--- src/rtl/core/md2vph_pkg.sv ---
package md2vph_pkg;

  localparam int unsigned BlockBytes = 16;
  localparam int unsigned BufBytes   = 48;
  localparam int unsigned Passes     = 18;

  localparam int unsigned FillW = $clog2(BlockBytes);
  localparam int unsigned StepW = $clog2(BufBytes);
  localparam int unsigned PassW = $clog2(Passes);

  localparam logic [7:0] SBOX [256] = '{
    8'hbd, 8'h56, 8'hea, 8'hf2, 8'ha2, 8'hf1, 8'hac, 8'h2a,
    8'hb0, 8'h93, 8'hd1, 8'h9c, 8'h1b, 8'h33, 8'hfd, 8'hd0,
    8'h30, 8'h04, 8'hb6, 8'hdc, 8'h7d, 8'hdf, 8'h32, 8'h4b,
    8'hf7, 8'hcb, 8'h45, 8'h9b, 8'h31, 8'hbb, 8'h21, 8'h5a,
    8'h41, 8'h9f, 8'he1, 8'hd9, 8'h4a, 8'h4d, 8'h9e, 8'hda,
    8'ha0, 8'h68, 8'h2c, 8'hc3, 8'h27, 8'h5f, 8'h80, 8'h36,
    8'h3e, 8'hee, 8'hfb, 8'h95, 8'h1a, 8'hfe, 8'hce, 8'ha8,
    8'h34, 8'ha9, 8'h13, 8'hf0, 8'ha6, 8'h3f, 8'hd8, 8'h0c,
    8'h78, 8'h24, 8'haf, 8'h23, 8'h52, 8'hc1, 8'h67, 8'h17,
    8'hf5, 8'h66, 8'h90, 8'he7, 8'he8, 8'h07, 8'hb8, 8'h60,
    8'h48, 8'he6, 8'h1e, 8'h53, 8'hf3, 8'h92, 8'ha4, 8'h72,
    8'h8c, 8'h08, 8'h15, 8'h6e, 8'h86, 8'h00, 8'h84, 8'hfa,
    8'hf4, 8'h7f, 8'h8a, 8'h42, 8'h19, 8'hf6, 8'hdb, 8'hcd,
    8'h14, 8'h8d, 8'h50, 8'h12, 8'hba, 8'h3c, 8'h06, 8'h4e,
    8'hec, 8'hb3, 8'h35, 8'h11, 8'ha1, 8'h88, 8'h8e, 8'h2b,
    8'h94, 8'h99, 8'hb7, 8'h71, 8'h74, 8'hd3, 8'he4, 8'hbf,
    8'h3a, 8'hde, 8'h96, 8'h0e, 8'hbc, 8'h0a, 8'hed, 8'h77,
    8'hfc, 8'h37, 8'h6b, 8'h03, 8'h79, 8'h89, 8'h62, 8'hc6,
    8'hd7, 8'hc0, 8'hd2, 8'h7c, 8'h6a, 8'h8b, 8'h22, 8'ha3,
    8'h5b, 8'h05, 8'h5d, 8'h02, 8'h75, 8'hd5, 8'h61, 8'he3,
    8'h18, 8'h8f, 8'h55, 8'h51, 8'had, 8'h1f, 8'h0b, 8'h5e,
    8'h85, 8'he5, 8'hc2, 8'h57, 8'h63, 8'hca, 8'h3d, 8'h6c,
    8'hb4, 8'hc5, 8'hcc, 8'h70, 8'hb2, 8'h91, 8'h59, 8'h0d,
    8'h47, 8'h20, 8'hc8, 8'h4f, 8'h58, 8'he0, 8'h01, 8'he2,
    8'h16, 8'h38, 8'hc4, 8'h6f, 8'h3b, 8'h0f, 8'h65, 8'h46,
    8'hbe, 8'h7e, 8'h2d, 8'h7b, 8'h82, 8'hf9, 8'h40, 8'hb5,
    8'h1d, 8'h73, 8'hf8, 8'heb, 8'h26, 8'hc7, 8'h87, 8'h97,
    8'h25, 8'h54, 8'hb1, 8'h28, 8'haa, 8'h98, 8'h9d, 8'ha5,
    8'h64, 8'h6d, 8'h7a, 8'hd4, 8'h10, 8'h81, 8'h44, 8'hef,
    8'h49, 8'hd6, 8'hae, 8'h2e, 8'hdd, 8'h76, 8'h5c, 8'h2f,
    8'ha7, 8'h1c, 8'hc9, 8'h09, 8'h69, 8'h9a, 8'h83, 8'hcf,
    8'h29, 8'h39, 8'hb9, 8'he9, 8'h4c, 8'hff, 8'h43, 8'hab
  };

  typedef struct packed {
    logic wr_byte;
    logic pad;
    logic cks_step;
    logic load_blk;
    logic load_cks;
    logic comp_step;
    logic finish;
  } ctrl_cmd_t;

  typedef struct packed {
    logic fill_full;
    logic cks_last;
    logic comp_last;
  } dp_status_t;

endpackage

--- src/rtl/core/md2vph_datapath.sv ---
module md2vph_datapath
  import md2vph_pkg::*;
(
  input  logic             clk_i,
  input  logic             rst_ni,
  input  ctrl_cmd_t        cmd_i,
  input  logic [7:0]       msg_byte_i,
  output dp_status_t       status_o,
  output logic [63:0]      digest_high_o,
  output logic [63:0]      digest_low_o
);

  logic [7:0]       blk_q [BlockBytes];
  logic [7:0]       cks_q [BlockBytes];
  logic [7:0]       buf_q [BufBytes];
  logic [FillW-1:0] fill_q;
  logic [StepW-1:0] step_q;
  logic [PassW-1:0] pass_q;
  logic [7:0]       carry_q;
  logic [63:0]      dig_hi_q, dig_lo_q;

  logic [7:0]       comp_idx;
  logic [7:0]       comp_new;
  logic [7:0]       cks_new;
  logic [7:0]       pad_val;
  logic             step_end;
  logic             pass_end;

  // buffer rotates one byte per step, so the active byte always sits at the head
  assign comp_idx = carry_q + (8'(BufBytes) - 8'(step_q));
  assign comp_new = buf_q[0] ^ SBOX[comp_idx];
  // after each rotation the last updated checksum byte is at the tail
  assign cks_new  = cks_q[0] ^ SBOX[blk_q[0] ^ cks_q[BlockBytes-1]];
  assign pad_val  = 8'(BlockBytes) - 8'(fill_q);

  assign step_end = (step_q == StepW'(BufBytes - 1));
  assign pass_end = (pass_q == PassW'(Passes - 1));

  assign status_o.fill_full = (fill_q == FillW'(BlockBytes - 1));
  assign status_o.cks_last  = (step_q == StepW'(BlockBytes - 1));
  assign status_o.comp_last = step_end && pass_end;

  // pending block, no reset: entries are written before they are read
  always_ff @(posedge clk_i) begin
    if (cmd_i.wr_byte) begin
      blk_q[fill_q] <= msg_byte_i;
    end else if (cmd_i.pad) begin
      for (int k = 0; k < BlockBytes; k++) begin
        if (FillW'(k) >= fill_q) blk_q[k] <= pad_val;
      end
    end else if (cmd_i.cks_step) begin
      for (int k = 0; k < BlockBytes - 1; k++) blk_q[k] <= blk_q[k+1];
      blk_q[BlockBytes-1] <= blk_q[0];
    end
  end

  always_ff @(posedge clk_i or negedge rst_ni) begin
    if (!rst_ni) begin
      fill_q <= '0;
      step_q <= '0;
      pass_q <= '0;
      for (int k = 0; k < BlockBytes; k++) cks_q[k] <= '0;
      for (int k = 0; k < BufBytes; k++) buf_q[k] <= '0;
    end else if (cmd_i.finish) begin
      fill_q <= '0;
      step_q <= '0;
      pass_q <= '0;
      for (int k = 0; k < BlockBytes; k++) cks_q[k] <= '0;
      for (int k = 0; k < BufBytes; k++) buf_q[k] <= '0;
    end else begin
      if (cmd_i.wr_byte) fill_q <= fill_q + FillW'(1);
      if (cmd_i.cks_step) begin
        for (int k = 0; k < BlockBytes - 1; k++) cks_q[k] <= cks_q[k+1];
        cks_q[BlockBytes-1] <= cks_new;
        step_q <= status_o.cks_last ? '0 : step_q + StepW'(1);
      end
      if (cmd_i.load_blk || cmd_i.load_cks) begin
        step_q <= '0;
        pass_q <= '0;
        for (int k = 0; k < BlockBytes; k++) begin
          buf_q[BlockBytes + k]   <= cmd_i.load_cks ? cks_q[k] : blk_q[k];
          buf_q[2*BlockBytes + k] <= (cmd_i.load_cks ? cks_q[k] : blk_q[k]) ^ buf_q[k];
        end
      end
      if (cmd_i.comp_step) begin
        for (int k = 0; k < BufBytes - 1; k++) buf_q[k] <= buf_q[k+1];
        buf_q[BufBytes-1] <= comp_new;
        if (step_end) begin
          step_q <= '0;
          pass_q <= pass_end ? '0 : pass_q + PassW'(1);
        end else begin
          step_q <= step_q + StepW'(1);
        end
      end
    end
  end

  always_ff @(posedge clk_i) begin
    if (cmd_i.load_blk || cmd_i.load_cks) begin
      carry_q <= '0;
    end else if (cmd_i.comp_step) begin
      carry_q <= comp_new;
    end
  end

  always_ff @(posedge clk_i) begin
    if (cmd_i.finish) begin
      for (int k = 0; k < 8; k++) begin
        dig_hi_q[63 - 8*k -: 8] <= buf_q[k];
        dig_lo_q[63 - 8*k -: 8] <= buf_q[8 + k];
      end
    end
  end

  assign digest_high_o = dig_hi_q;
  assign digest_low_o  = dig_lo_q;

endmodule

--- src/rtl/core/md2vph_ctrl.sv ---
module md2vph_ctrl
  import md2vph_pkg::*;
(
  input  logic       clk_i,
  input  logic       rst_ni,
  input  logic       in_valid_i,
  output logic       in_stall_o,
  input  logic       has_byte_i,
  input  logic       last_i,
  output logic       out_valid_o,
  input  logic       out_stall_i,
  input  dp_status_t status_i,
  output ctrl_cmd_t  cmd_o
);

  localparam logic [2:0] StIdle = 3'd0;
  localparam logic [2:0] StPad  = 3'd1;
  localparam logic [2:0] StCks  = 3'd2;
  localparam logic [2:0] StLoad = 3'd3;
  localparam logic [2:0] StComp = 3'd4;
  localparam logic [2:0] StFin  = 3'd5;

  localparam logic [1:0] PhData  = 2'd0;
  localparam logic [1:0] PhPad   = 2'd1;
  localparam logic [1:0] PhFinal = 2'd2;

  logic [2:0] state_q, state_d;
  logic [1:0] phase_q, phase_d;
  logic       last_q, last_d;
  logic       out_valid_q, out_valid_d;
  logic       in_xfer;
  logic       out_free;

  assign in_stall_o  = (state_q != StIdle);
  assign in_xfer     = in_valid_i && !in_stall_o;
  assign out_valid_o = out_valid_q;
  assign out_free    = !out_valid_q || !out_stall_i;

  always_comb begin
    state_d     = state_q;
    phase_d     = phase_q;
    last_d      = last_q;
    out_valid_d = out_valid_q && out_stall_i;
    cmd_o       = '0;
    case (state_q)
      StIdle: begin
        if (in_xfer) begin
          cmd_o.wr_byte = has_byte_i;
          last_d        = last_i;
          if (has_byte_i && status_i.fill_full) begin
            phase_d = PhData;
            state_d = StCks;
          end else if (last_i) begin
            state_d = StPad;
          end
        end
      end
      StPad: begin
        cmd_o.pad = 1'b1;
        phase_d   = PhPad;
        state_d   = StCks;
      end
      StCks: begin
        cmd_o.cks_step = 1'b1;
        if (status_i.cks_last) state_d = StLoad;
      end
      StLoad: begin
        cmd_o.load_cks = (phase_q == PhFinal);
        cmd_o.load_blk = (phase_q != PhFinal);
        state_d        = StComp;
      end
      StComp: begin
        cmd_o.comp_step = 1'b1;
        if (status_i.comp_last) begin
          case (phase_q)
            PhData:  state_d = last_q ? StPad : StIdle;
            PhPad: begin
              phase_d = PhFinal;
              state_d = StLoad;
            end
            default: state_d = StFin;
          endcase
        end
      end
      StFin: begin
        // digest waits here until the output register is free
        if (out_free) begin
          cmd_o.finish = 1'b1;
          out_valid_d  = 1'b1;
          last_d       = 1'b0;
          state_d      = StIdle;
        end
      end
      default: state_d = StIdle;
    endcase
  end

  always_ff @(posedge clk_i or negedge rst_ni) begin
    if (!rst_ni) begin
      state_q     <= StIdle;
      phase_q     <= PhData;
      last_q      <= 1'b0;
      out_valid_q <= 1'b0;
    end else begin
      state_q     <= state_d;
      phase_q     <= phase_d;
      last_q      <= last_d;
      out_valid_q <= out_valid_d;
    end
  end

endmodule

--- src/rtl/core/md2_variant_password_hash.sv ---
// channel   direction  handshake                 payload
// in        input      in_valid_i / in_stall_o    msg_byte_i, has_byte_i, last_i
// out       output     out_valid_o / out_stall_i  digest_high_o, digest_low_o
//
// a byte that does not complete a block leaves the input free; a byte that completes one
// stalls the input for 16 checksum steps, a buffer load and 864 s-box steps in series
// a last item adds padding and two more compressions, then the digest
// reset clears hash state, checksum and fill count; the digest register holds no reset value
// a finished digest waits in its output register; the next item is taken meanwhile
module md2_variant_password_hash
  import md2vph_pkg::*;
(
  input  logic        clk_i,
  input  logic        rst_ni,
  input  logic        in_valid_i,
  output logic        in_stall_o,
  input  logic [7:0]  msg_byte_i,
  input  logic        has_byte_i,
  input  logic        last_i,
  output logic        out_valid_o,
  input  logic        out_stall_i,
  output logic [63:0] digest_high_o,
  output logic [63:0] digest_low_o
);

  ctrl_cmd_t  cmd;
  dp_status_t status;

  md2vph_ctrl u_ctrl (
    .clk_i       (clk_i),
    .rst_ni      (rst_ni),
    .in_valid_i  (in_valid_i),
    .in_stall_o  (in_stall_o),
    .has_byte_i  (has_byte_i),
    .last_i      (last_i),
    .out_valid_o (out_valid_o),
    .out_stall_i (out_stall_i),
    .status_i    (status),
    .cmd_o       (cmd)
  );

  md2vph_datapath u_datapath (
    .clk_i         (clk_i),
    .rst_ni        (rst_ni),
    .cmd_i         (cmd),
    .msg_byte_i    (msg_byte_i),
    .status_o      (status),
    .digest_high_o (digest_high_o),
    .digest_low_o  (digest_low_o)
  );

endmodule

--- config.mk ---
export PLATFORM = sky130hd
export DESIGN_NAME = md2_variant_password_hash
export DESIGN_NICKNAME = d
export VERILOG_FILES = /design/src/rtl/core/md2vph_pkg.sv /design/src/rtl/core/md2vph_datapath.sv /design/src/rtl/core/md2vph_ctrl.sv /design/src/rtl/core/md2_variant_password_hash.sv
export SDC_FILE = /design/constraint.sdc
export NUM_CORES = 2
export LEC_CHECK = 0
export BUFFER_PORTS_ARGS = -buffer_cell sky130_fd_sc_hd__buf_2
export CAP_MARGIN = 25
export CORE_MARGIN = 1.5
export CORE_UTILIZATION = 62
export CTS_CLUSTER_DIAMETER = 50
export DETAILED_ROUTE_END_ITERATION = 16
export PLACE_DENSITY = 0.8
export SYNTH_ARGS = -nofsm -noshare
export SYNTH_HDL_FRONTEND = slang
export SYNTH_SLANG_ARGS = --single-unit
--- constraint.sdc ---
create_clock -name clk_i -period 7.02 [get_ports clk_i]
set_input_delay 1.053 -clock clk_i [delete_from_list [all_inputs] [get_ports clk_i]]
set_output_delay 1.053 -clock clk_i [all_outputs]
set_load 0.005 [all_outputs]
==> PnR_summary.wiki <==
{| class="wikitable"
! Metric !! Value
|-
| Run status || complete, no violations
|-
| Synth Net Count || 4789
|-
| Average vias per placed instance || 6.932
|-
| Clock Tree Root || sky130_fd_sc_hd__clkbuf_16
|-
| Min Tclk post-route || 5003 ps
|-
| Post-Syn Area per Cell || 9.042 um2
|-
| Routability congestion estimate || 1.036
|-
| Synth area leader || sky130_fd_sc_hd__dfrtp_1
|-
| Final clock period utilization by the worst path || 71.27%
|-
| Slack of the worst reg-to-reg path || 2020 ps
|-
| Die Area || 0.07045 mm2
|-
| Launching element type of the critical path || register
|-
| Remaining global-route overflow || 0
|-
| Post-route core utilization || 68.35%
|-
| Port Buffer Count || 143
|-
| Layout net count || 4679
|-
| Remaining DRCs || 0
|-
| Number of antenna violations at the first check in global routing || 4
|-
| Count of buffers added by post-CTS timing repair for setup || 0
|-
| Via total after detailed routing || 38610
|-
| Number of cell rows || 96
|-
| Detailed placement HPWL || 92.31 mm
|-
| Dominant register cell in the synthesized netlist || sky130_fd_sc_hd__dfrtp_1
|-
| Width of the chip || 265.4 um
|-
| Residual antenna-violating net count after detailed routing || 0
|-
| Global-route wire length before repair || 217.8 mm
|-
| Number of top-level design ports || 144
|-
| Register bit total from synthesis || 798
|-
| Number of buffers on the longest clock path || 3
|-
| CTS tree || yes
|-
| Maximum number of pins on one net before global-route repair || 234
|-
| Floorplan Core Area || 0.06835 mm2
|-
| Synthesis-to-finish area growth || 9.407%
|-
| Skew final || 41.02 ps
|-
| Final instance area || 0.04671 mm2
|-
| Worst-path fanout max || 35
|-
| Chip height || 265.4 um
|-
| Total wirelength of the detailed-routed design || 143.5 mm
|-
| Relative slew slack || 21.25%
|-
| Required @ worst endpoint || 7530 ps
|-
| Max Fclk || 199.9 MHz
|-
| Count of clock tree sinks || 798
|-
| Clock Pin Slew Worst Setup and Hold Paths || 60 ps
|-
| Number of flops mapped to enable cells by yosys || 256
|-
| Critical Path Sink Type || register
|-
| Initial cell density of the core || 62.47%
|-
| Post-synthesis instance area || 0.04270 mm2
|-
| Area after DPL || 0.04372 mm2
|-
| Sequential fraction of the synthesis area || 49.68%
|-
| Number of library cell types mapped by synthesis || 93
|-
| Hold violation count in the final report || 0
|-
| Maxcap violations || 0
|-
| Synthesized instance count || 4722
|-
| Number of max-slew violations in the final report || 0
|-
| Total Negative Setup Slacks || 0 ps
|-
| Clock latency of the later-clocked register in the worst-skew pair || 660 ps
|-
| Area share of the largest cell type after synthesis || 31.30%
|-
| Vias in the first global route || 35720
|-
| Global-route usage over all layers || 39.91%
|-
| Critical path data arrival time || 5510 ps
|-
| Path type of the worst setup path || register to register
|-
| Count of hold-fix buffers inserted at cts || 0
|-
| CTS resizes || 0
|-
| Hold Path Class || input pin to asynchronous set/reset pin
|-
| Number of DRC markers after the initial detailed-route iteration || 5850
|-
| Synth async-reset ratio || 66.92%
|-
| Num CTS Buffers || 88
|-
| Transition at the pin with the smallest max-transition slack || 1181 ps
|-
| First-pass iteration count of the detailed router || 7
|-
| Fraction of layout cells with a size suffix above 1 || 9.070%
|-
| Final-report setup violation count || 0
|-
| DR WL/cell || 25.76 um
|-
| Dominant cells by area after synthesis || sky130_fd_sc_hd__dfrtp_1 31%, sky130_fd_sc_hd__edfxtp_1 18%, sky130_fd_sc_hd__nand2_1 8.4%, sky130_fd_sc_hd__o21ai_0 5.1%, sky130_fd_sc_hd__a21oi_1 5.1%
|-
| Number of H-tree levels || 3
|-
| Total of warnings raised by yosys || 0
|-
| Setup repair after global routing missed its margin || false
|}
-- worst paths after layout --
path,startpoint,end,depth (start not counted)
worst max-delay path,u_datapath.step_q[2],u_datapath.buf_q[2],14
worst min-delay path,rst_ni,u_datapath.buf_q[329],1
worst max register to register,u_datapath.step_q[2],u_datapath.buf_q[2],14
worst min register to register,u_datapath.buf_q[167],u_datapath.buf_q[175],2
max in group asynchronous,rst_ni,u_datapath.buf_q[268],2
min in group clk_i,u_datapath.buf_q[167],u_datapath.buf_q[175],2
-- sequential cells by signal, summed over array words and instances, names as in the netlist, 2 cells and up --
register / count
u_ctrl.phase_q: 2
u_ctrl.state_q: 3
u_datapath.blk_q: 128
u_datapath.buf_q: 384
u_datapath.carry_q: 8
u_datapath.cks_q: 128
u_datapath.digest_high_o: 64
u_datapath.digest_low_o: 64
u_datapath.fill_q: 4
u_datapath.pass_q: 5
u_datapath.step_q: 6
-- cells in the mapped netlist, types with 19 or more instances --
master                        n
sky130_fd_sc_hd__buf_1       29
sky130_fd_sc_hd__nand3_1     79
sky130_fd_sc_hd__nor2_1     338
sky130_fd_sc_hd__buf_2       51
sky130_fd_sc_hd__a21oi_1    434
sky130_fd_sc_hd__xor2_1     141
sky130_fd_sc_hd__a22oi_1    141
sky130_fd_sc_hd__o2111ai_1   19
sky130_fd_sc_hd__o22ai_1     23
sky130_fd_sc_hd__nand2b_1    19
sky130_fd_sc_hd__mux2i_1    153
sky130_fd_sc_hd__edfxtp_1   256
sky130_fd_sc_hd__dfrtp_1    534
sky130_fd_sc_hd__a31oi_1    183
sky130_fd_sc_hd__a311oi_1    24
sky130_fd_sc_hd__clkbuf_1   332
sky130_fd_sc_hd__a211oi_1    43
sky130_fd_sc_hd__inv_1       27
sky130_fd_sc_hd__xnor2_1     23
sky130_fd_sc_hd__o211ai_1    49
sky130_fd_sc_hd__nand2_1    957
sky130_fd_sc_hd__nor3_1      46
sky130_fd_sc_hd__o21ai_0    439
sky130_fd_sc_hd__ha_1        52
sky130_fd_sc_hd__o221ai_1    20
-- cells in the final DEF, fill, tap and decap left out, types with 11 or more instances in the layout --
| cell | count |
|---|---|
| sky130_fd_sc_hd__o211ai_1 | 49 |
| sky130_fd_sc_hd__o31ai_1 | 14 |
| sky130_fd_sc_hd__xor2_1 | 136 |
| sky130_fd_sc_hd__clkbuf_16 | 89 |
| sky130_fd_sc_hd__clkbuf_8 | 15 |
| sky130_fd_sc_hd__and2_1 | 11 |
| sky130_fd_sc_hd__nor2_1 | 336 |
| sky130_fd_sc_hd__dfrtp_1 | 534 |
| sky130_fd_sc_hd__nand3_1 | 78 |
| sky130_fd_sc_hd__a22oi_1 | 141 |
| sky130_fd_sc_hd__o21ai_1 | 18 |
| sky130_fd_sc_hd__a31oi_1 | 183 |
| sky130_fd_sc_hd__edfxtp_1 | 256 |
| sky130_fd_sc_hd__inv_1 | 26 |
| sky130_fd_sc_hd__a21oi_1 | 434 |
| sky130_fd_sc_hd__and3_1 | 11 |
| sky130_fd_sc_hd__xnor2_1 | 20 |
| sky130_fd_sc_hd__mux2i_1 | 153 |
| sky130_fd_sc_hd__buf_4 | 71 |
| sky130_fd_sc_hd__o2111ai_1 | 19 |
| sky130_fd_sc_hd__nand2_1 | 956 |
| sky130_fd_sc_hd__nor3_1 | 45 |
| sky130_fd_sc_hd__buf_2 | 142 |
| sky130_fd_sc_hd__o221ai_1 | 20 |
| sky130_fd_sc_hd__clkbuf_1 | 17 |
| sky130_fd_sc_hd__o311ai_0 | 18 |
| sky130_fd_sc_hd__a221oi_1 | 14 |
| sky130_fd_sc_hd__a311oi_1 | 24 |
| sky130_fd_sc_hd__nand2b_1 | 18 |
| sky130_fd_sc_hd__ha_1 | 52 |
| sky130_fd_sc_hd__buf_12 | 11 |
| sky130_fd_sc_hd__o21ai_0 | 439 |
| sky130_fd_sc_hd__a211oi_1 | 43 |
| sky130_fd_sc_hd__o22ai_1 | 23 |
-- kinds of logic (layout without fill, tap and decap cells) --
family | after synthesis | in the layout | synth area share (%)
AO/OA/AOI/OAI | 1559 | 1559 | 22.39
XOR/XNOR | 171 | 171 | 3.631
adder cells (fa/ha/maj) | 53 | 53 | 1.571
buffers and inverters | 457 | 421 | 4.334
flip-flops | 798 | 798 | 49.68
multiplexers | 161 | 161 | 3.956
other | 0 | 1 | 0
AND/OR/NAND/NOR | 1523 | 1523 | 14.44
-- layout make-up --
type                            instances  area [um2]
Fill cell                            5283       21630
Sequential cell                       798       21210
Multi-Input combinational cell       3467       19830
Clock buffer                          122        2505
Timing Repair Buffer                  225        1479
Tap cell                              882        1104
Clock inverter                         42       456.7
Inverter                               32       127.6
Antenna cell                            1       2.502
-- worst max-delay path, stage by stage, from the launching register on --
cell and delay [ps]:
sky130_fd_sc_hd__dfrtp_1 480, sky130_fd_sc_hd__nor3_1 260, sky130_fd_sc_hd__xnor2_1 100, sky130_fd_sc_hd__ha_1 780, sky130_fd_sc_hd__inv_1 390, sky130_fd_sc_hd__nor3_2 750
sky130_fd_sc_hd__nor2_4 160, sky130_fd_sc_hd__buf_12 230, sky130_fd_sc_hd__buf_4 220, sky130_fd_sc_hd__a21oi_1 140, sky130_fd_sc_hd__a21oi_1 120, sky130_fd_sc_hd__a2111oi_0 730
sky130_fd_sc_hd__a2111oi_2 110, sky130_fd_sc_hd__xor2_1 290, sky130_fd_sc_hd__o21ai_1 90
-- metrics by stage --
stage          cells  setup slack, ps  hold slack, ps
6_report        5569             2017           342.1
5_1_grt         5569             1738           383.6
4_1_cts         5566             2033           356.3
3_5_place_dp    5402             2004           466.8
3_3_place_gp    5402             1975           456.9
2_1_floorplan   4722             1116           433.2
-- routing by layer --
layer	global-route usage (%)	vias to the layer above	part of all wire [%]
met2	59.17	2500	44
li1	-	16730	-
met4	15.71	4	4.2
met3	8.424	446	12
met5	0	-	0.016
met1	57.59	18920	40
Power is left out: the tool's default activity adds up to more than one toggle a clock period on the data nets, which glitch-free logic cannot reach.
